**src/design/cau_pkg.sv**
```systemverilog
`timescale 1ns / 1ps
`default_nettype none

package cau_pkg;

  typedef enum logic [1:0] {
    OP_ADD = 2'd0,
    OP_SUB = 2'd1,
    OP_MUL = 2'd2,
    OP_DIV = 2'd3
  } op_t;

  localparam int unsigned DATA_W = 16;
  localparam int unsigned FRAC_W = 8;
  localparam int unsigned PROD_W = 2 * DATA_W;
  localparam int unsigned VAL_W  = PROD_W + 1 - FRAC_W;
  localparam int unsigned NUM_W  = PROD_W + FRAC_W;
  localparam int unsigned DEN_W  = PROD_W;
  localparam int unsigned Q_W    = DATA_W + 1;
  localparam int unsigned CMP_W  = NUM_W + Q_W;

  typedef struct packed {
    logic                    valid;
    logic                    is_div;
    logic                    dz;
    logic                    neg_re;
    logic                    neg_im;
    logic                    ovf_re;
    logic                    ovf_im;
    logic signed [VAL_W-1:0] val_re;
    logic signed [VAL_W-1:0] val_im;
    logic [NUM_W-1:0]        rem_re;
    logic [NUM_W-1:0]        rem_im;
    logic [DEN_W-1:0]        den;
    logic [Q_W-1:0]          q_re;
    logic [Q_W-1:0]          q_im;
  } stage_t;

endpackage

`default_nettype wire

```
**src/design/cau_front.sv**
```systemverilog
`timescale 1ns / 1ps
`default_nettype none

module cau_front (
  input  logic                              clk,
  input  logic                              rst_n,
  input  logic                              en,
  input  logic                              in_valid,
  input  logic [1:0]                        in_op,
  input  logic signed [cau_pkg::DATA_W-1:0] in_a_re,
  input  logic signed [cau_pkg::DATA_W-1:0] in_a_im,
  input  logic signed [cau_pkg::DATA_W-1:0] in_b_re,
  input  logic signed [cau_pkg::DATA_W-1:0] in_b_im,
  output cau_pkg::stage_t                   st_r
);

  localparam int unsigned PW = cau_pkg::PROD_W;
  localparam int unsigned DW = cau_pkg::DATA_W;
  localparam int unsigned VW = cau_pkg::VAL_W;
  localparam int unsigned FW = cau_pkg::FRAC_W;

  logic                 v1_r;
  cau_pkg::op_t         op1_r;
  logic signed [DW-1:0] ar1_r, ai1_r, br1_r, bi1_r;
  logic signed [PW-1:0] prr_r, pii_r, pri_r, pir_r, sqr_r, sqi_r;

  // products
  always_ff @(posedge clk) begin
    if (!rst_n) begin
      v1_r <= 1'b0;
    end else if (en) begin
      v1_r <= in_valid;
    end
    if (en) begin
      op1_r <= cau_pkg::op_t'(in_op);
      ar1_r <= in_a_re;
      ai1_r <= in_a_im;
      br1_r <= in_b_re;
      bi1_r <= in_b_im;
      prr_r <= in_a_re * in_b_re;
      pii_r <= in_a_im * in_b_im;
      pri_r <= in_a_re * in_b_im;
      pir_r <= in_a_im * in_b_re;
      sqr_r <= in_b_re * in_b_re;
      sqi_r <= in_b_im * in_b_im;
    end
  end

  // sums, shift and magnitudes
  cau_pkg::stage_t      st_nxt;
  logic signed [PW:0]   mre, mim, nre, nim;
  logic [PW:0]          mag_re, mag_im;
  logic signed [DW:0]   s_re, s_im;

  always_comb begin
    mre    = (PW+1)'(prr_r) - (PW+1)'(pii_r);
    mim    = (PW+1)'(pri_r) + (PW+1)'(pir_r);
    nre    = (PW+1)'(prr_r) + (PW+1)'(pii_r);
    nim    = (PW+1)'(pir_r) - (PW+1)'(pri_r);
    mag_re = nre[PW] ? -nre : nre;
    mag_im = nim[PW] ? -nim : nim;
    s_re   = (op1_r == cau_pkg::OP_SUB) ? (DW+1)'(ar1_r) - (DW+1)'(br1_r)
                                        : (DW+1)'(ar1_r) + (DW+1)'(br1_r);
    s_im   = (op1_r == cau_pkg::OP_SUB) ? (DW+1)'(ai1_r) - (DW+1)'(bi1_r)
                                        : (DW+1)'(ai1_r) + (DW+1)'(bi1_r);
    st_nxt        = '0;
    st_nxt.valid  = v1_r;
    st_nxt.is_div = (op1_r == cau_pkg::OP_DIV);
    st_nxt.den    = PW'(sqr_r) + PW'(sqi_r);
    st_nxt.dz     = st_nxt.is_div && (st_nxt.den == '0);
    st_nxt.neg_re = nre[PW];
    st_nxt.neg_im = nim[PW];
    st_nxt.rem_re = {mag_re[PW-1:0], FW'(0)};
    st_nxt.rem_im = {mag_im[PW-1:0], FW'(0)};
    case (op1_r)
      cau_pkg::OP_MUL: begin
        st_nxt.val_re = mre[PW:FW];
        st_nxt.val_im = mim[PW:FW];
      end
      default: begin
        st_nxt.val_re = VW'(s_re);
        st_nxt.val_im = VW'(s_im);
      end
    endcase
  end

  always_ff @(posedge clk) begin
    if (!rst_n) begin
      st_r.valid <= 1'b0;
    end else if (en) begin
      st_r <= st_nxt;
    end
  end

endmodule

`default_nettype wire

```
**config.mk**
```make
export PLATFORM = sky130hd
export DESIGN_NAME = cau_front
export DESIGN_NICKNAME = d
export VERILOG_FILES = /design/src/design/cau_pkg.sv /design/src/design/cau_front.sv
export SDC_FILE = /design/constraint.sdc
export NUM_CORES = 2
export LEC_CHECK = 0
export BUFFER_PORTS_ARGS = -buffer_cell sky130_fd_sc_hd__buf_4
export CAP_MARGIN = 5
export CORE_ASPECT_RATIO = 0.6
export CORE_UTILIZATION = 47
export CTS_CLUSTER_SIZE = 14
export DETAILED_ROUTE_END_ITERATION = 8
export RECOVER_POWER = 100
export SLEW_MARGIN = 10
export SYNTH_ARGS = -nofsm -noshare
export SYNTH_HDL_FRONTEND = slang
export SYNTH_SLANG_ARGS = --single-unit
```
**constraint.sdc**
```tcl
create_clock -name clk -period 19.47 [get_ports clk]
set_input_delay 1.947 -clock clk [delete_from_list [all_inputs] [get_ports clk]]
set_output_delay 1.947 -clock clk [all_outputs]
set_load 0.02 [all_outputs]
```
==> results.py <==
metrics = {
    "status": {
        "status": "finished with violations",
        "violations": "capacitance limit, slew limit",
    },
    "floorplanning": {
        "die_w_um": 535.3,
        "dieArea_um2": 172400,
        "core_area_um2": 169500,
        "floorplan.initialDensity": 0.4732,
        "die_h_um": 322.0,
        "fp-row-count": 117,
        "io_pins": 273,
    },
    "timing": {
        "rsz0062_at_grt": "false",
        "final-hold-violation-count": 0,
        "setup_viol": 0,
        "timing.final.max_slew_violations": 2957,
        "finalCriticalPeriod_ns": 11.22,
        "skew_ns": 0.09284,
        "relSlewSlack": -2.788,
        "period_share": 0.5764,
        "worstMarginPinSlew_ns": 5.682,
        "whs_ns": 0.5254,
        "setup_tns_ns": 0,
        "fmax_mhz": 89.11,
    },
    "routing": {
        "first_pass_iters": 6,
        "via_per_inst": 5.289,
        "ant_nets": 0,
        "routedWlPerCell_um": 20.64,
        "vias": 56310,
        "drc": 0,
        "drt_iter0_drc": 4324,
        "routed_wirelength_um": 219800,
    },
    "critical_path": {
        "ff2ff_path_depth": 17,
        "path_class": "input pin to flip-flop",
        "end_kind": "flip-flop",
        "reg2reg_slack_ns": 13.41,
        "cp.required_ns": 19.69,
        "start_kind": "input pin",
        "worstPathMaxFanout": 67,
        "reg2reg_to": "st_r[170]",
        "crit_arrival_ns": 11.44,
        "reg2reg_from": "op1_r[0]",
    },
    "global_route": {
        "grt_pass1_vias": 58600,
        "grt_remaining_overflow": 0,
        "antenna_found_initial": 26,
        "grt_pass1_wl_um": 347300,
        "track_usage": 0.2640,
        "grt_max_degree": 104,
    },
    "clocking": {
        "clkTransAtPathRegs_ns": 0.06,
        "cts_root_buffer": "clkbuf_16",
        "clkSinkCount": 406,
        "cts-resized-gates": 0,
        "clk_latency_ns": 0.72,
        "cts_tree": "done",
        "htreeDepth": 2,
        "clock_path_buffers": 3,
        "cts_made_buffers": 49,
        "ctsHoldBuffers": 0,
        "cts_setup_buffers": 0,
    },
    "synthesis": {
        "yosysTopAreaCell": "fa_1",
        "synth_edf_count": 404,
        "ys_seq_area_frac": 0.1517,
        "synth.cell_area_um2": 80210,
        "synth_cell_type_count": 87,
        "syn_avg_cell_area_um2": 9.592,
        "synth_top_area_frac": 0.3791,
        "ys_top_cells_by_count": "inv_1, fa_1, nand2_1",
        "ys_seq_elements": 406,
        "synthCells": 8362,
        "ys_warn_count": 0,
        "synth-async-reset-ratio": 0,
        "synth.most_common_cell": "inv_1",
        "synthTopCellsByArea": "fa_1, edfxtp_1, ha_1",
        "synth_flop_cell": "edfxtp_1",
    },
    "finish": {
        "area_growth_pct": 5.012,
        "fin_util": 0.4969,
        "layout-drive-gt1-share": 0.01708,
        "fin_nets": 10630,
    },
    "place": {
        "portBuffers": 220,
        "hpwl_um": 170100,
        "gp_congestion": 0.8992,
    },
    "hold_path": {
        "min_to": "v1_r",
        "hp-start": "v1_r",
        "hold_path.class": "flip-flop to flip-flop",
        "worstHoldPathCells": 2,
    },
    "job": {
        "cap_violations": 71,
    },
}
[area by class of cell]
| class | instances | area [um2] |
|---|---|---|
| diodes | 13 | 32.53 |
| clock buffers | 54 | 1245 |
| clock inverters | 34 | 351.6 |
| fillers | 15840 | 85290 |
| inverters | 1955 | 7338 |
| multi-input cells | 5683 | 59310 |
| flip-flops and latches | 406 | 12170 |
| well taps | 2261 | 2829 |
| repair buffers | 241 | 957.2 |
[stage by stage]
step | setup WS [ns] | area (um2) | cells
after global placement | 10.33 | 83490 | 10550
after CTS | 10.88 | 85090 | 10630
after floorplan | 11.24 | 80400 | 8413
after global routing | 7.371 | 84210 | 10640
final | 8.248 | 84230 | 10650
after detailed placement | 10.18 | 83490 | 10550
[cells in the final DEF (no fill, tap or decap), types with 10 or more instances in the layout]
cell       synthesis  final
a21oi_1          293    293
edfxtp_1         404    404
diode_2            0     13
clkbuf_1         305    232
xor2_1           107    107
o21a_1            32     32
o21ai_0          132    136
nor4_1            15     15
nand2_1          745    745
a21o_1           113    113
nand2b_1          65     64
a211oi_1          18     18
nor2b_1           49     47
a31oi_1           39     39
o31ai_1           30     30
nand3_1           56     56
and2_1           561    531
o21bai_1          53     53
ha_1             708    708
and2_0             0     31
buf_4             52     12
nor2_1           361    361
inv_1           1950   1951
and3_1            31     31
clkbuf_16          0     49
or2_2             13     13
nand4_1           22     22
conb_1             1     52
or3_1             22     22
xnor2_1          355    355
nor3_1            70     70
a21boi_0          13     13
o211ai_1          15     15
fa_1            1519   1519
a31o_2            20     15
nand3b_1          10     10
[kinds of logic (layout without fill, tap and decap cells)]
logic type / after synthesis / after routing / synth area share
xor+xnor: 463 / 463 / 0.05065
buf+inv: 2324 / 2284 / 0.1113
flops: 406 / 406 / 0.1517
compound gates: 871 / 871 / 0.07007
other cells: 1 / 65 / 0.00004675
simple gates: 2061 / 2061 / 0.1256
mux: 9 / 9 / 0.001123
fa+ha+maj: 2227 / 2227 / 0.4895
[flip-flops by register name, indices dropped and copies added, names as in the netlist, 30 cells and up]
name,flops
sqr_r,30
prr_r,32
pii_r,32
sqi_r,30
pir_r,32
st_r,151
pri_r,32
[metal layers]
metal | routed length, um | vias up | GRT usage
met5 | 53 | - | 0
met4 | 3666 | 8 | 0.04554
met3 | 23460 | 236 | 0.06758
met2 | 88450 | 2187 | 0.3726
met1 | 104200 | 28490 | 0.4079
li1 | - | 25390 | -
[worst max-delay path by stage]
stage | from | end | slack [ns] | cells past startpoint
floorplan | in_b_im[1] | pri_r[31] | 11.24 | 22
CTS | in_b_re[15] | sqr_r[31] | 10.88 | 22
global placement | in_b_re[15] | sqr_r[31] | 10.33 | 22
detailed placement | in_b_re[15] | sqr_r[31] | 10.18 | 22
global route | en | st_r[104] | 7.37 | 3
finish | en | prr_r[25] | 8.25 | 4
[worst max-delay path, stage by stage]
cell      delay (ns)
clkbuf_1        1.99
clkbuf_1        2.21
clkbuf_1        2.34
clkbuf_1        2.82
Power is left out: the tool's default activity adds up to more than one toggle a clock period on the data nets, which glitch-free logic cannot reach.
