`config.mk`:
```
export PLATFORM = sky130hd
export DESIGN_NAME = cau_sat
export DESIGN_NICKNAME = d
export VERILOG_FILES = /design/src/design/cau_pkg.sv /design/src/design/cau_sat.sv
export SDC_FILE = /design/constraint.sdc
export NUM_CORES = 1
export LEC_CHECK = 0
export BUFFER_PORTS_ARGS = -buffer_cell sky130_fd_sc_hd__buf_2
export CAP_MARGIN = 0
export CORE_MARGIN = 3
export CORE_UTILIZATION = 41
export DETAILED_ROUTE_END_ITERATION = 16
export GPL_ROUTABILITY_DRIVEN = 1
export PLACE_DENSITY = 0.93
export SKIP_LAST_GASP = 1
export SLEW_MARGIN = 20
export SYNTH_ARGS = -nofsm -noshare
export SYNTH_HDL_FRONTEND = slang
export SYNTH_SLANG_ARGS = --single-unit
```
`constraint.sdc`:
```
create_clock -name clk -period 2.5 [get_ports clk]
set_input_delay 0 -clock clk [delete_from_list [all_inputs] [get_ports clk]]
set_output_delay 0 -clock clk [all_outputs]
set_load 0.005 [all_outputs]
```
`src/design/cau_pkg.sv`:
```
`timescale 1ns / 1ps
`default_nettype none

package cau_pkg;

  typedef enum logic [1:0] {
    OP_ADD = 2'd0,
    OP_SUB = 2'd1,
    OP_MUL = 2'd2,
    OP_DIV = 2'd3
  } op_t;

  localparam int unsigned DATA_W = 16;
  localparam int unsigned FRAC_W = 8;
  localparam int unsigned PROD_W = 2 * DATA_W;
  localparam int unsigned VAL_W  = PROD_W + 1 - FRAC_W;
  localparam int unsigned NUM_W  = PROD_W + FRAC_W;
  localparam int unsigned DEN_W  = PROD_W;
  localparam int unsigned Q_W    = DATA_W + 1;
  localparam int unsigned CMP_W  = NUM_W + Q_W;

  typedef struct packed {
    logic                    valid;
    logic                    is_div;
    logic                    dz;
    logic                    neg_re;
    logic                    neg_im;
    logic                    ovf_re;
    logic                    ovf_im;
    logic signed [VAL_W-1:0] val_re;
    logic signed [VAL_W-1:0] val_im;
    logic [NUM_W-1:0]        rem_re;
    logic [NUM_W-1:0]        rem_im;
    logic [DEN_W-1:0]        den;
    logic [Q_W-1:0]          q_re;
    logic [Q_W-1:0]          q_im;
  } stage_t;

endpackage

`default_nettype wire

```
`src/design/cau_sat.sv`:
```
`timescale 1ns / 1ps
`default_nettype none

module cau_sat (
  input  logic                              clk,
  input  logic                              rst_n,
  input  logic                              en,
  input  cau_pkg::stage_t                   st_in,
  output logic                              out_valid_r,
  output logic signed [cau_pkg::DATA_W-1:0] res_re_r,
  output logic signed [cau_pkg::DATA_W-1:0] res_im_r,
  output logic                              sat_r,
  output logic                              dz_r
);

  localparam int unsigned DW = cau_pkg::DATA_W;
  localparam int unsigned VW = cau_pkg::VAL_W;
  localparam int unsigned QW = cau_pkg::Q_W;
  localparam logic signed [VW-1:0] VMAX = VW'((1 << (DW - 1)) - 1);
  localparam logic signed [VW-1:0] VMIN = -VW'(1 << (DW - 1));

  logic signed [VW-1:0] v_re, v_im;
  logic                 sat_re, sat_im;
  logic signed [DW-1:0] res_re_nxt, res_im_nxt;

  function automatic logic signed [VW-1:0] div_val(input logic neg, input logic ovf,
                                                   input logic [QW-1:0] q);
    logic signed [VW-1:0] m;
    m = VW'(q);
    if (ovf) begin
      m = neg ? VMIN - VW'(1) : VMAX + VW'(1);
    end else if (neg) begin
      m = -m;
    end
    return m;
  endfunction

  always_comb begin
    if (st_in.dz) begin
      v_re = '0;
      v_im = '0;
    end else if (st_in.is_div) begin
      v_re = div_val(st_in.neg_re, st_in.ovf_re, st_in.q_re);
      v_im = div_val(st_in.neg_im, st_in.ovf_im, st_in.q_im);
    end else begin
      v_re = st_in.val_re;
      v_im = st_in.val_im;
    end
    sat_re     = (v_re > VMAX) || (v_re < VMIN);
    sat_im     = (v_im > VMAX) || (v_im < VMIN);
    res_re_nxt = (v_re > VMAX) ? DW'(VMAX) : (v_re < VMIN) ? DW'(VMIN) : DW'(v_re);
    res_im_nxt = (v_im > VMAX) ? DW'(VMAX) : (v_im < VMIN) ? DW'(VMIN) : DW'(v_im);
  end

  always_ff @(posedge clk) begin
    if (!rst_n) begin
      out_valid_r <= 1'b0;
    end else if (en) begin
      out_valid_r <= st_in.valid;
    end
    if (en) begin
      res_re_r <= res_re_nxt;
      res_im_r <= res_im_nxt;
      sat_r    <= sat_re || sat_im;
      dz_r     <= st_in.dz;
    end
  end

endmodule

`default_nettype wire

```
==> results of run 1 <==
==> flip-flops by register name (all words and copies together) (netlist names) <==
register / cells
res_im_r: 16
res_re_r: 16
dz_r: 1
out_valid_r: 1
sat_r: 1
==> cell usage in the layout (no fill, tap or decap), drive strengths merged, types with 4 or more instances in the layout <==
| cell | n |
|---|---|
| nor4 | 10 |
| nor2b | 8 |
| a211oi | 8 |
| nor2 | 20 |
| clkbuf | 5 |
| nand4 | 8 |
| buf | 144 |
| o211ai | 5 |
| o31ai | 4 |
| o21ai | 45 |
| a31oi | 6 |
| or4 | 4 |
| o311ai | 4 |
| a21oi | 50 |
| inv | 11 |
| mux2i | 23 |
| nand3b | 4 |
| and3 | 4 |
| nand2 | 34 |
| nand3 | 10 |
| edfxtp | 34 |
| nor3 | 16 |
==> metal layers <==
metal  share of wire  up-vias  wire, um
met4           0.018        0       178
met2            0.46      170      4423
met1            0.45     1605      4410
met3           0.072       16       702
met5               0        -         0
li1                -     1712         -
==> critical path, stage by stage <==
cell and delay (ps):
sky130_fd_sc_hd__buf_2 140, sky130_fd_sc_hd__inv_1 60, sky130_fd_sc_hd__ha_1 230, sky130_fd_sc_hd__nor3b_4 170, sky130_fd_sc_hd__nand3_2 140, sky130_fd_sc_hd__o21ai_0 170, sky130_fd_sc_hd__a2111oi_0 740, sky130_fd_sc_hd__a31oi_2 170
sky130_fd_sc_hd__buf_4 230, sky130_fd_sc_hd__o21ai_0 210
==> through the flow <==
stage                     setup slack, ps  hold WS (ps)  utilization  total power [W]  instance area [um2]
after floorplan                     477.3         98.87            -        0.0009991                 3141
after global placement              272.6         223.8       0.5366         0.001238                 3934
after detailed placement            119.3         231.8       0.5366         0.001248                 3934
after CTS                           410.6         55.08       0.5561         0.001750                 4076
after global routing                112.4         78.64       0.5561         0.001838                 4076
final                               350.4         62.70       0.5561         0.001746                 4076
==> repair_timing <==
action	CTS	global route
hold buffers	3	0
gates resized for setup	0	0
endpoints found under the hold margin	2	0
==> final cells by class <==
cell class	instances	area share
inverter	11	0.01013
tap	99	0.03039
sequential	35	0.2554
timing repair buffer	147	0.1971
clock inverter	3	0.01074
multi-input combinational	301	0.4794
clock buffer	5	0.01688
==> worst min-delay path by stage <==
stage	startpoint	slack (ps)	end
6_report	st_in[182]	60	res_re_r[11]
2_1_floorplan	st_in[200]	100	dz_r
4_1_cts	st_in[182]	60	res_re_r[11]
5_1_grt	st_in[177]	80	res_re_r[6]
3_3_place_gp	rst_n	220	out_valid_r
3_5_place_dp	rst_n	230	out_valid_r
==> power groups by stage <==
stage,sequential (W),combinational [W],clock (W)
floorplan,0.000758,0.000241,0
global placement,0.000747,0.000491,0
detailed placement,0.000749,0.000498,0
CTS,0.000736,0.000503,0.000511
global route,0.000741,0.000564,0.000534
finish,0.000735,0.000508,0.000503
==> cell families after synthesis <==
kind of cell,count (synthesis),share of synthesized area
flip-flops,35,0.3315
buffers and inverters,35,0.04622
adder cells (fa/ha/maj),2,0.007967
AND/OR/NAND/NOR,131,0.2458
AO/OA/AOI/OAI,143,0.2896
multiplexers,23,0.07331
XOR/XNOR,2,0.005579
==> flow_results.xml, run 1 <==
<?xml version="1.0" encoding="UTF-8"?>
<metrics>
  <group name="detailed_routing">
    <metric name="routed_wire_length_per_instance" unit="um">16.16</metric>
    <metric name="drtAntennaViolNets" unit="">0</metric>
    <metric name="post-route-drc-count" unit="">0</metric>
    <metric name="detail_route.iter0.violations" unit="">250</metric>
    <metric name="route.final.wire_length" unit="um">9715</metric>
    <metric name="vias_per_cell" unit="">5.829</metric>
    <metric name="firstDrtPassIters" unit="">5</metric>
    <metric name="dr_total_vias" unit="">3503</metric>
  </group>
  <group name="pwr">
    <metric name="power_report.internal_total" unit="W">0.001234</metric>
    <metric name="power_leakage" unit="nW">1.711</metric>
    <metric name="clkPwrFrac" unit="">0.288</metric>
    <metric name="switching_share" unit="">0.2929</metric>
    <metric name="power.sequential.fraction" unit="">0.421</metric>
    <metric name="power.combinational.fraction" unit="">0.291</metric>
    <metric name="vdd_drop_max" unit="mV">0.2606</metric>
    <metric name="power.net_switching" unit="W">0.0005113</metric>
    <metric name="power_density" unit="mW/mm2">428.2</metric>
  </group>
  <group name="sta">
    <metric name="rsz0062_at_grt" unit="">no</metric>
    <metric name="clock-skew-final" unit="ps">0</metric>
    <metric name="finalHoldViolCount" unit="">0</metric>
    <metric name="setup_viol_count_final" unit="">0</metric>
    <metric name="setup_tns" unit="ps">0</metric>
    <metric name="timing.max_slew.rel_slack" unit="">0.4631</metric>
    <metric name="fmax" unit="MHz">465.2</metric>
    <metric name="timing.final.crit_period" unit="ps">2150</metric>
    <metric name="timing.final.crit_share" unit="">0.8598</metric>
    <metric name="worst_slew_pin_slew" unit="ps">785.1</metric>
    <metric name="report.final.slew_viol_count" unit="">0</metric>
  </group>
  <group name="clock_network">
    <metric name="worstSkewPairLatency" unit="ps">280</metric>
    <metric name="postCtsSetupBuffers" unit="">0</metric>
    <metric name="htree_num_levels" unit="">2</metric>
    <metric name="clock_tree_from_tritoncts" unit="">done</metric>
    <metric name="cts.reportedPaths.clkPinSlew" unit="ps">80</metric>
    <metric name="clock_tree.root_cell" unit="">sky130_fd_sc_hd__clkbuf_8</metric>
    <metric name="cts_buffers" unit="">5</metric>
    <metric name="clock-sinks" unit="">35</metric>
    <metric name="clock_tree.buffer_depth" unit="">2</metric>
  </group>
  <group name="global_route">
    <metric name="first_global_vias" unit="">3096</metric>
    <metric name="grtUsageTotal" unit="">0.2175</metric>
    <metric name="grt_max_degree" unit="">36</metric>
    <metric name="grtUsageMet3" unit="">0.02253</metric>
    <metric name="grt.met1_usage" unit="">0.3216</metric>
    <metric name="met2_demand_to_capacity_share_in_global_routing" unit="">0.3341</metric>
    <metric name="grt_first_pass_wirelength" unit="um">15260</metric>
    <metric name="global_route.peak_usage_layer" unit="">met2</metric>
    <metric name="grt_antenna_before_repair" unit="">0</metric>
    <metric name="overflow" unit="">0</metric>
  </group>
  <group name="layout">
    <metric name="fillers" unit="">698</metric>
    <metric name="final_cells" unit="">601</metric>
    <metric name="n_antenna_cell" unit="">0</metric>
    <metric name="multi_input_comb_area" unit="mm2">0.001954</metric>
    <metric name="area_delta_synth_final" unit="%">29.80</metric>
    <metric name="layout-drive-gt1-share" unit="">0.3506</metric>
    <metric name="post_layout_net_count" unit="">709</metric>
    <metric name="area.sequential" unit="mm2">0.001041</metric>
  </group>
  <group name="floorplan">
    <metric name="placeableCoreArea" unit="mm2">0.007331</metric>
    <metric name="chipHeight" unit="um">93.52</metric>
    <metric name="initial_utilization" unit="">0.4284</metric>
    <metric name="full_die_area" unit="mm2">0.008746</metric>
    <metric name="top_level_ports" unit="">241</metric>
    <metric name="die_x" unit="um">93.52</metric>
    <metric name="placementRows" unit="">31</metric>
  </group>
  <group name="synthesis">
    <metric name="synth-async-reset-ratio" unit="">0</metric>
    <metric name="syn_area" unit="mm2">0.003141</metric>
    <metric name="yosys.cell_count.top_type" unit="">sky130_fd_sc_hd__a21oi_1</metric>
    <metric name="synth_area_leaders" unit="">sky130_fd_sc_hd__edfxtp_1 33%, sky130_fd_sc_hd__a21oi_1 8.0%, sky130_fd_sc_hd__mux2i_1 7.3%</metric>
    <metric name="synth_top_area_frac" unit="">0.3251</metric>
    <metric name="number_of_flops_mapped_to_enable_cells_by_yosys" unit="">34</metric>
    <metric name="gate_count_of_the_mapped_netlist" unit="">371</metric>
    <metric name="ys_types" unit="">67</metric>
    <metric name="post_synthesis_net_count" unit="">579</metric>
    <metric name="yosysTopAreaCell" unit="">sky130_fd_sc_hd__edfxtp_1</metric>
    <metric name="synth_sequential_area_ratio" unit="">0.3315</metric>
    <metric name="synth-main-ff-cell" unit="">sky130_fd_sc_hd__edfxtp_1</metric>
    <metric name="flip_flop_and_latch_count_after_synthesis" unit="">35</metric>
    <metric name="synth.avg_cell_area" unit="um2">8.465</metric>
    <metric name="total_of_warnings_raised_by_yosys" unit="">0</metric>
    <metric name="synth.cells.most_frequent" unit="">50 x sky130_fd_sc_hd__a21oi_1, 35 x sky130_fd_sc_hd__o21ai_0, 34 x sky130_fd_sc_hd__edfxtp_1, 34 x sky130_fd_sc_hd__nand2_1, 23 x sky130_fd_sc_hd__mux2i_1</metric>
  </group>
  <group name="critical_path">
    <metric name="r2r_slack" unit="ps">1350</metric>
    <metric name="worst_setup_path_endpoint" unit="">res_re_r[2]</metric>
    <metric name="crit-reg2reg-capture" unit="">out_valid_r</metric>
    <metric name="timing.critical_path.arrival" unit="ps">2270</metric>
    <metric name="critical_path_class" unit="">in2reg</metric>
    <metric name="timing.critical_path.fanout_max" unit="">15</metric>
    <metric name="cp-end-kind" unit="">register</metric>
    <metric name="worstSetupStartpointType" unit="">primary input</metric>
    <metric name="crit-reg2reg-launch" unit="">out_valid_r</metric>
    <metric name="critPathRequiredTime" unit="ps">2620</metric>
    <metric name="r2r.worst_path.cells" unit="">3</metric>
    <metric name="crit_start" unit="">st_in[17]</metric>
  </group>
  <group name="place">
    <metric name="place.detailed.instances" unit="">590</metric>
    <metric name="hpwl" unit="um">7624</metric>
    <metric name="buffer_ports.inserted" unit="">128</metric>
    <metric name="weighted_congestion_reported_at_the_end_of_routability_driven_placement" unit="">0.8779</metric>
  </group>
  <group name="status">
    <metric name="run_status" unit="">complete, no violations</metric>
  </group>
  <group name="hold_path">
    <metric name="class_of_the_most_critical_hold_timing_path" unit="">in2reg</metric>
    <metric name="min_delay_path_depth" unit="">3</metric>
  </group>
  <group name="job">
    <metric name="maxCapViolCount" unit="">0</metric>
  </group>
</metrics>
Power figures use the tool's default switching activity.
==> inputs of run 2 (changes only) <==
--- a/config.mk
+++ b/config.mk
@@ -5,10 +5,12 @@
 export SDC_FILE = /design/constraint.sdc
 export NUM_CORES = 1
 export LEC_CHECK = 0
+export ABC_AREA = 1
 export BUFFER_PORTS_ARGS = -buffer_cell sky130_fd_sc_hd__buf_2
 export CAP_MARGIN = 0
+export CORE_ASPECT_RATIO = 0.7
 export CORE_MARGIN = 3
-export CORE_UTILIZATION = 41
+export CORE_UTILIZATION = 42
 export DETAILED_ROUTE_END_ITERATION = 16
 export GPL_ROUTABILITY_DRIVEN = 1
 export PLACE_DENSITY = 0.93
==> flow_results.xml, run 2 <==
<?xml version="1.0" encoding="UTF-8"?>
<metrics>
  <group name="floorplan">
    <metric name="full_die_area" unit="mm2">0.009313</metric>
    <metric name="chipHeight" unit="um">81.65</metric>
    <metric name="initial_utilization" unit="">0.4510</metric>
    <metric name="placementRows" unit="">26</metric>
    <metric name="placeableCoreArea" unit="mm2">0.007612</metric>
    <metric name="top_level_ports" unit="">241</metric>
    <metric name="die_x" unit="um">114.1</metric>
  </group>
  <group name="layout">
    <metric name="mostFrequentLayoutCells" unit="">165 x sky130_fd_sc_hd__nand2_1, 128 x sky130_fd_sc_hd__buf_2, 67 x sky130_fd_sc_hd__nor2_1, 44 x sky130_fd_sc_hd__nand3_1, 36 x sky130_fd_sc_hd__a21oi_1</metric>
    <metric name="post_layout_net_count" unit="">862</metric>
    <metric name="n_antenna_cell" unit="">0</metric>
    <metric name="top_regs" unit="">res_im_r: 16 flops, res_re_r: 16 flops</metric>
    <metric name="layout-drive-gt1-share" unit="">0.2977</metric>
    <metric name="area_delta_synth_final" unit="%">25.44</metric>
    <metric name="final_cells" unit="">753</metric>
    <metric name="stdcell_area" unit="mm2">0.004307</metric>
    <metric name="mostFrequentLayoutCell" unit="">sky130_fd_sc_hd__nand2_1</metric>
  </group>
  <group name="synthesis">
    <metric name="synth_compound_gate_area_share" unit="">0.1655</metric>
    <metric name="total_of_warnings_raised_by_yosys" unit="">0</metric>
    <metric name="post_synthesis_share_of_cell_area_spent_on_and_or_nand_and_nor_gates" unit="">0.4224</metric>
    <metric name="synth_xor_xnor_area_share" unit="">0.01531</metric>
    <metric name="yosysTopAreaCell" unit="">sky130_fd_sc_hd__edfxtp_1</metric>
    <metric name="post_synthesis_net_count" unit="">741</metric>
    <metric name="dominant_combinational_cell_family_by_area_after_synthesis" unit="">simple AND/OR/NAND/NOR gates</metric>
    <metric name="synth_area_leaders" unit="">sky130_fd_sc_hd__edfxtp_1 30%, sky130_fd_sc_hd__nand2_1 18%, sky130_fd_sc_hd__nor2_1 7.3%</metric>
    <metric name="gate_count_of_the_mapped_netlist" unit="">533</metric>
    <metric name="number_of_flops_mapped_to_enable_cells_by_yosys" unit="">34</metric>
    <metric name="synth.mux.area_fraction" unit="">0</metric>
    <metric name="ys_types" unit="">39</metric>
    <metric name="synth-async-reset-ratio" unit="">0</metric>
    <metric name="synth.avg_cell_area" unit="um2">6.441</metric>
    <metric name="synth_fa_ha_area_frac" unit="">0.007289</metric>
    <metric name="yosys.cell_count.top_type" unit="">sky130_fd_sc_hd__nand2_1</metric>
    <metric name="flip_flop_and_latch_count_after_synthesis" unit="">35</metric>
    <metric name="synth_top_area_frac" unit="">0.2974</metric>
    <metric name="synth-main-ff-cell" unit="">sky130_fd_sc_hd__edfxtp_1</metric>
    <metric name="synth_sequential_area_ratio" unit="">0.3032</metric>
    <metric name="synth.cells.most_frequent" unit="">165 x sky130_fd_sc_hd__nand2_1, 67 x sky130_fd_sc_hd__nor2_1, 44 x sky130_fd_sc_hd__nand3_1</metric>
    <metric name="syn_area" unit="mm2">0.003433</metric>
  </group>
  <group name="global_route">
    <metric name="grtUsageTotal" unit="">0.2307</metric>
    <metric name="grt_first_pass_wirelength" unit="um">17260</metric>
    <metric name="first_global_vias" unit="">3551</metric>
    <metric name="grt_antenna_before_repair" unit="">0</metric>
    <metric name="overflow" unit="">0</metric>
    <metric name="grt_max_degree" unit="">37</metric>
  </group>
  <group name="pwr">
    <metric name="power.net_switching" unit="W">0.0006174</metric>
    <metric name="power.combinational.fraction" unit="">0.281</metric>
    <metric name="vdd_drop_max" unit="mV">0.3525</metric>
    <metric name="power_leakage" unit="nW">2.004</metric>
    <metric name="switching_share" unit="">0.3041</metric>
    <metric name="power.sequential.fraction" unit="">0.364</metric>
    <metric name="power_density" unit="mW/mm2">471.5</metric>
    <metric name="clkPwrFrac" unit="">0.355</metric>
    <metric name="power_report.internal_total" unit="W">0.001413</metric>
  </group>
  <group name="place">
    <metric name="weighted_congestion_reported_at_the_end_of_routability_driven_placement" unit="">1.001</metric>
    <metric name="buffer_ports.inserted" unit="">128</metric>
    <metric name="hpwl" unit="um">8658</metric>
    <metric name="place_area" unit="mm2">0.004118</metric>
    <metric name="place.detailed.instances" unit="">743</metric>
    <metric name="pre_cts_slack" unit="ps">334.9</metric>
  </group>
  <group name="critical_path">
    <metric name="critPathRequiredTime" unit="ps">2500</metric>
    <metric name="crit_family" unit="">simple AND/OR/NAND/NOR gates</metric>
    <metric name="worst_path_largest_cell_delay" unit="ps">410</metric>
    <metric name="worstSetupStartpointType" unit="">primary input</metric>
    <metric name="timing.critical_path.fanout_max" unit="">7</metric>
    <metric name="cp_slowest_cell" unit="">sky130_fd_sc_hd__a21oi_2</metric>
    <metric name="cp-end-kind" unit="">register</metric>
    <metric name="critPathBufInv" unit="">3</metric>
    <metric name="timing.critical_path.arrival" unit="ps">1930</metric>
    <metric name="cp_cell_sequence" unit="">buf_2 -&gt; inv_1 -&gt; ha_1 -&gt; nand3_4 -&gt; nor2_1 -&gt; nand3_1 -&gt; nand2_1 -&gt; inv_2 -&gt; nor2_2 -&gt; nor2_1 -&gt; nand2_1 -&gt; nor2_2 -&gt; a21oi_2 -&gt; o21ai_1</metric>
    <metric name="critical_path_class" unit="">in2reg</metric>
  </group>
  <group name="clock_network">
    <metric name="cts.reportedPaths.clkPinSlew" unit="ps">60</metric>
    <metric name="clock_tree_from_tritoncts" unit="">done</metric>
    <metric name="clock_tree.root_cell" unit="">sky130_fd_sc_hd__clkbuf_16</metric>
    <metric name="clock_tree.buffer_depth" unit="">2</metric>
    <metric name="htree_num_levels" unit="">2</metric>
    <metric name="clock-sinks" unit="">35</metric>
    <metric name="cts_buffers" unit="">5</metric>
    <metric name="postCtsSetupBuffers" unit="">0</metric>
    <metric name="worstSkewPairLatency" unit="ps">270</metric>
  </group>
  <group name="sta">
    <metric name="timing.final.crit_period" unit="ps">1924</metric>
    <metric name="clock-skew-final" unit="ps">0</metric>
    <metric name="report.final.slew_viol_count" unit="">0</metric>
    <metric name="worst_slew_pin_slew" unit="ps">851.5</metric>
    <metric name="fmax" unit="MHz">519.6</metric>
    <metric name="finalHoldViolCount" unit="">0</metric>
    <metric name="timing.max_slew.rel_slack" unit="">0.4323</metric>
    <metric name="setup_tns" unit="ps">0</metric>
    <metric name="rsz0062_at_grt" unit="">no</metric>
    <metric name="layout_setup_ws" unit="ps">575.6</metric>
    <metric name="setup_viol_count_final" unit="">0</metric>
    <metric name="timing.final.crit_share" unit="">0.7698</metric>
  </group>
  <group name="detailed_routing">
    <metric name="firstDrtPassIters" unit="">5</metric>
    <metric name="drtAntennaViolNets" unit="">0</metric>
    <metric name="route.final.wire_length" unit="um">11080</metric>
    <metric name="post-route-drc-count" unit="">0</metric>
    <metric name="routed_wire_length_per_instance" unit="um">14.71</metric>
    <metric name="dr_total_vias" unit="">3943</metric>
    <metric name="vias_per_cell" unit="">5.236</metric>
    <metric name="detail_route.iter0.violations" unit="">304</metric>
  </group>
  <group name="job">
    <metric name="maxCapViolCount" unit="">0</metric>
  </group>
  <group name="hold_path">
    <metric name="class_of_the_most_critical_hold_timing_path" unit="">in2reg</metric>
  </group>
  <group name="status">
    <metric name="run_status" unit="">complete, no violations</metric>
  </group>
</metrics>
run 2: cell types whose count changed after synthesis, sizes merged, moves of 5 or more:
cell    previous run  this run
a211oi             8         0
nand2             34       176
nor3              16         1
nor4              10         0
a21oi             50        37
nor2b              8         0
mux2i             23         0
inv               11        42
nor2              20        87
nand3             10        49
clkbuf            17        11
nand4              8         3
buf                7        12
run 2: worst reg2reg max path, cell delays in order (launching register included):
cell and delay [ps]:
sky130_fd_sc_hd__dfxtp_1 300, sky130_fd_sc_hd__o21ai_0 160, sky130_fd_sc_hd__a21oi_1 60, sky130_fd_sc_hd__dlygate4sd3_1 590
run 2: power groups by stage:
stage | Sequential [W] | Clock (W) | Combinational [W]
after floorplan | 0.000761 | 0 | 0.000319
after global routing | 0.000744 | 0.000764 | 0.000639
after CTS | 0.000740 | 0.000730 | 0.000565
final | 0.000739 | 0.000722 | 0.000570
after detailed placement | 0.000752 | 0 | 0.000560
after global placement | 0.000749 | 0 | 0.000546
run 2: metal layers:
layer | global-route usage | vias to the layer above | share of wire
met5 | 0 | - | 0
met1 | 0.3479 | 1763 | 0.48
li1 | - | 2014 | -
met2 | 0.3546 | 164 | 0.43
met4 | 0.02610 | 0 | 0.0019
met3 | 0.04050 | 2 | 0.089
run 2: kinds of logic after synthesis:
kind of cell	after synthesis
AO/OA/AOI/OAI	99
XOR/XNOR	6
adder cells (fa/ha/maj)	2
buffers and inverters	67
flip-flops	35
AND/OR/NAND/NOR	324
run 2: metrics by stage:
stage	utilization	total power [W]	hold slack, ps
after global placement	0.5409	0.001295	236.5
after detailed placement	0.5409	0.001312	238.3
after CTS	0.5657	0.002035	140.5
after floorplan	-	0.001079	93.46
final	0.5657	0.002031	135.3
after global routing	0.5657	0.002146	145.4
run 2: worst paths after layout:
check                           cells past startpoint           to  slack, ps   startpoint
worst max-delay path                               14  res_im_r[4]        580     st_in[0]
worst max register to register                      3  out_valid_r       1280  out_valid_r
worst min register to register                      3  out_valid_r       1100  out_valid_r
worst min-delay path                                1         dz_r        140   st_in[200]
run 2: final cells by class:
cell class | count | area [um2]
clock buffers | 5 | 125.1
fillers | 760 | 3306
multi-input cells | 431 | 2096
repair buffers | 137 | 713.2
inverters | 44 | 165.2
clock inverters | 3 | 43.79
well taps | 98 | 122.6
flip-flops and latches | 35 | 1041
run 2: what timing repair did:
action / CTS / global route
hold endpoints to repair: 1 / 0
resized for setup: 0 / 0
hold buffers: 2 / 0
==> inputs of run 3 (changes only) <==
--- a/config.mk
+++ b/config.mk
@@ -10,10 +10,10 @@
 export CAP_MARGIN = 0
 export CORE_ASPECT_RATIO = 0.7
 export CORE_MARGIN = 3
-export CORE_UTILIZATION = 42
+export CORE_UTILIZATION = 38
 export DETAILED_ROUTE_END_ITERATION = 16
 export GPL_ROUTABILITY_DRIVEN = 1
-export PLACE_DENSITY = 0.93
+export PLACE_DENSITY = 0.89
 export SKIP_LAST_GASP = 1
 export SLEW_MARGIN = 20
 export SYNTH_ARGS = -nofsm -noshare
==> constraint.sdc (replaced) <==
create_clock -name clk -period 1.6 [get_ports clk]
set_input_delay 0 -clock clk [delete_from_list [all_inputs] [get_ports clk]]
set_output_delay 0 -clock clk [all_outputs]
set_load 0.005 [all_outputs]
==> flow_results.xml, run 3 (synthesized netlist as in run 2, its figures left out) <==
<?xml version="1.0" encoding="UTF-8"?>
<metrics>
  <group name="detailed_routing">
    <metric name="vias_per_cell" unit="">5.215</metric>
    <metric name="routed_wire_length_per_instance" unit="um">14.82</metric>
    <metric name="firstDrtPassIters" unit="">5</metric>
    <metric name="route.final.wire_length" unit="um">12550</metric>
    <metric name="detail_route.iter0.violations" unit="">593</metric>
    <metric name="drtAntennaViolNets" unit="">0</metric>
    <metric name="post-route-drc-count" unit="">0</metric>
    <metric name="dr_total_vias" unit="">4417</metric>
  </group>
  <group name="sta">
    <metric name="worst_slew_pin_slew" unit="ps">433.2</metric>
    <metric name="setup_viol_count_final" unit="">0</metric>
    <metric name="report.final.slew_viol_count" unit="">0</metric>
    <metric name="fmax" unit="MHz">629.8</metric>
    <metric name="fin_hold_ws" unit="ps">149.5</metric>
    <metric name="clock-skew-final" unit="ps">0</metric>
    <metric name="timing.max_slew.rel_slack" unit="">0.7094</metric>
    <metric name="finalHoldViolCount" unit="">0</metric>
    <metric name="rsz0062_at_grt" unit="">yes</metric>
    <metric name="timing.final.crit_period" unit="ps">1588</metric>
    <metric name="timing.final.crit_share" unit="">0.9924</metric>
  </group>
  <group name="hold_path">
    <metric name="class_of_the_most_critical_hold_timing_path" unit="">in2reg</metric>
    <metric name="min_delay_path_depth" unit="">1</metric>
  </group>
  <group name="place">
    <metric name="weighted_congestion_reported_at_the_end_of_routability_driven_placement" unit="">0.9479</metric>
    <metric name="place_area" unit="mm2">0.004586</metric>
    <metric name="hpwl" unit="um">9321</metric>
    <metric name="buffer_ports.inserted" unit="">128</metric>
  </group>
  <group name="pwr">
    <metric name="vdd_drop_max" unit="mV">0.4673</metric>
    <metric name="power_density" unit="mW/mm2">631.4</metric>
    <metric name="power_leakage" unit="nW">2.385</metric>
  </group>
  <group name="layout">
    <metric name="stdcell_area" unit="mm2">0.005152</metric>
    <metric name="area.sequential" unit="mm2">0.001041</metric>
    <metric name="mostFrequentLayoutCell" unit="">sky130_fd_sc_hd__nand2_1</metric>
    <metric name="postLayoutCoreUtil" unit="">0.5979</metric>
    <metric name="fillers" unit="">796</metric>
    <metric name="layout-drive-gt1-share" unit="">0.4229</metric>
    <metric name="post_layout_net_count" unit="">933</metric>
    <metric name="mostFrequentLayoutCells" unit="">147 x sky130_fd_sc_hd__nand2_1, 123 x sky130_fd_sc_hd__buf_2, 70 x sky130_fd_sc_hd__buf_4, 57 x sky130_fd_sc_hd__nor2_1, 41 x sky130_fd_sc_hd__nand3_1</metric>
    <metric name="top_regs" unit="">res_im_r: 16 flops, res_re_r: 16 flops</metric>
    <metric name="multi_input_comb_area" unit="mm2">0.002298</metric>
    <metric name="area_delta_synth_final" unit="%">50.07</metric>
  </group>
  <group name="floorplan">
    <metric name="placementRows" unit="">28</metric>
    <metric name="initial_utilization" unit="">0.3984</metric>
    <metric name="full_die_area" unit="mm2">0.01023</metric>
    <metric name="placeableCoreArea" unit="mm2">0.008618</metric>
    <metric name="top_level_ports" unit="">241</metric>
    <metric name="chipHeight" unit="um">85.53</metric>
    <metric name="die_x" unit="um">119.6</metric>
  </group>
  <group name="clock_network">
    <metric name="worstSkewPairLatency" unit="ps">270</metric>
    <metric name="cts_buffers" unit="">5</metric>
    <metric name="clock_tree.root_cell" unit="">sky130_fd_sc_hd__clkbuf_16</metric>
    <metric name="htree_num_levels" unit="">2</metric>
    <metric name="clock_tree.buffer_depth" unit="">2</metric>
    <metric name="clock-sinks" unit="">35</metric>
    <metric name="cts.reportedPaths.clkPinSlew" unit="ps">60</metric>
    <metric name="clock_tree_from_tritoncts" unit="">done</metric>
  </group>
  <group name="critical_path">
    <metric name="critPathRequiredTime" unit="ps">1640</metric>
    <metric name="timing.critical_path.arrival" unit="ps">1630</metric>
    <metric name="cp-end-kind" unit="">register</metric>
    <metric name="worstSetupStartpointType" unit="">primary input</metric>
    <metric name="critical_path_class" unit="">in2reg</metric>
    <metric name="r2r.worst_path.cells" unit="">3</metric>
    <metric name="timing.critical_path.fanout_max" unit="">3</metric>
  </group>
  <group name="status">
    <metric name="run_status" unit="">complete, no violations</metric>
  </group>
  <group name="job">
    <metric name="maxCapViolCount" unit="">0</metric>
  </group>
  <group name="global_route">
    <metric name="grtUsageMet3" unit="">0.03626</metric>
    <metric name="grt_max_degree" unit="">27</metric>
    <metric name="overflow" unit="">0</metric>
    <metric name="grt_first_pass_wirelength" unit="um">18810</metric>
    <metric name="grtUsageTotal" unit="">0.2258</metric>
    <metric name="grt.met1_usage" unit="">0.3441</metric>
    <metric name="met2_demand_to_capacity_share_in_global_routing" unit="">0.3325</metric>
    <metric name="grt_antenna_before_repair" unit="">1</metric>
    <metric name="global_route.peak_usage_layer" unit="">met1</metric>
    <metric name="first_global_vias" unit="">3843</metric>
  </group>
</metrics>
[run 3: cell count changes in the layout (fill, tap and decap cells not counted), moves of 8 or more]
cell                      before  now
sky130_fd_sc_hd__nor2_4        2   10
sky130_fd_sc_hd__nand2_1     165  147
sky130_fd_sc_hd__buf_6         0    8
sky130_fd_sc_hd__nand2_2       8   24
sky130_fd_sc_hd__buf_4         7   70
sky130_fd_sc_hd__nor2_1       67   57
[run 3: metrics by stage]
stage | setup TNS [ps] | power (W) | std cells | setup WS, ps
5_1_grt | -1389 | 0.003422 | 847 | -116.0
2_1_floorplan | 0 | 0.001689 | 533 | 25.21
3_5_place_dp | -9008 | 0.002165 | 817 | -385.5
6_report | 0 | 0.003253 | 847 | 12.13
3_3_place_gp | -6860 | 0.002145 | 817 | -303.9
4_1_cts | -63.00 | 0.003149 | 834 | -34.71
[run 3: worst paths after layout]
path                                   from          end  slack (ps)
worst min register to register  out_valid_r  out_valid_r        1100
worst max register to register  out_valid_r  out_valid_r         390
worst max-delay path              st_in[27]  res_re_r[6]          10
worst min-delay path                     en  res_re_r[5]         150
[run 3: per-layer routing]
layer	part of all wire	vias up	wire [um]
li1	-	2157	-
met4	0.025	0	312
met1	0.45	1958	5690
met3	0.10	33	1260
met2	0.42	269	5285
met5	0	-	0
[run 3: layout make-up]
class                           count  share of cell area
Clock inverter                      2            0.002428
Multi-Input combinational cell    431              0.4461
Antenna cell                        1           0.0004857
Inverter                           44             0.03448
Timing Repair Buffer              208              0.2603
Sequential cell                    35              0.2020
Clock buffer                        6             0.02501
Tap cell                          120             0.02914
[run 3: where the power goes]
part	switching, W	total (W)	internal (W)	leakage [nW]
combinational	0.000643	0.00116	0.000513	1.97
sequential	0.0000296	0.00116	0.00113	0.344
clock	0.000364	0.000938	0.000574	0.0669
total	0.00104	0.00325	0.00222	2.38
[run 3: critical path, cell delays in order]
cell,delay (ps)
sky130_fd_sc_hd__buf_2,130
sky130_fd_sc_hd__nor2_1,150
sky130_fd_sc_hd__nand2_1,120
sky130_fd_sc_hd__nor2_1,140
sky130_fd_sc_hd__nand2_1,80
sky130_fd_sc_hd__nand2_2,90
sky130_fd_sc_hd__nand2_1,100
sky130_fd_sc_hd__nand3b_1,110
sky130_fd_sc_hd__nand2_2,70
sky130_fd_sc_hd__nor2_2,90
sky130_fd_sc_hd__nand4_1,170
sky130_fd_sc_hd__nand2_4,140
sky130_fd_sc_hd__buf_6,100
sky130_fd_sc_hd__buf_4,100
sky130_fd_sc_hd__nand2_2,40
[run 3: timing repair]
| action | CTS | global route |
|---|---|---|
| gates resized for setup | 20 | 58 |
| cloned | 1 | 0 |
| buffers inserted | 6 | 15 |
| hold buffers | 2 | 0 |
| endpoints found under the hold margin | 1 | 0 |
| pin swaps | 11 | 30 |
| setup endpoints to repair | 15 | 31 |
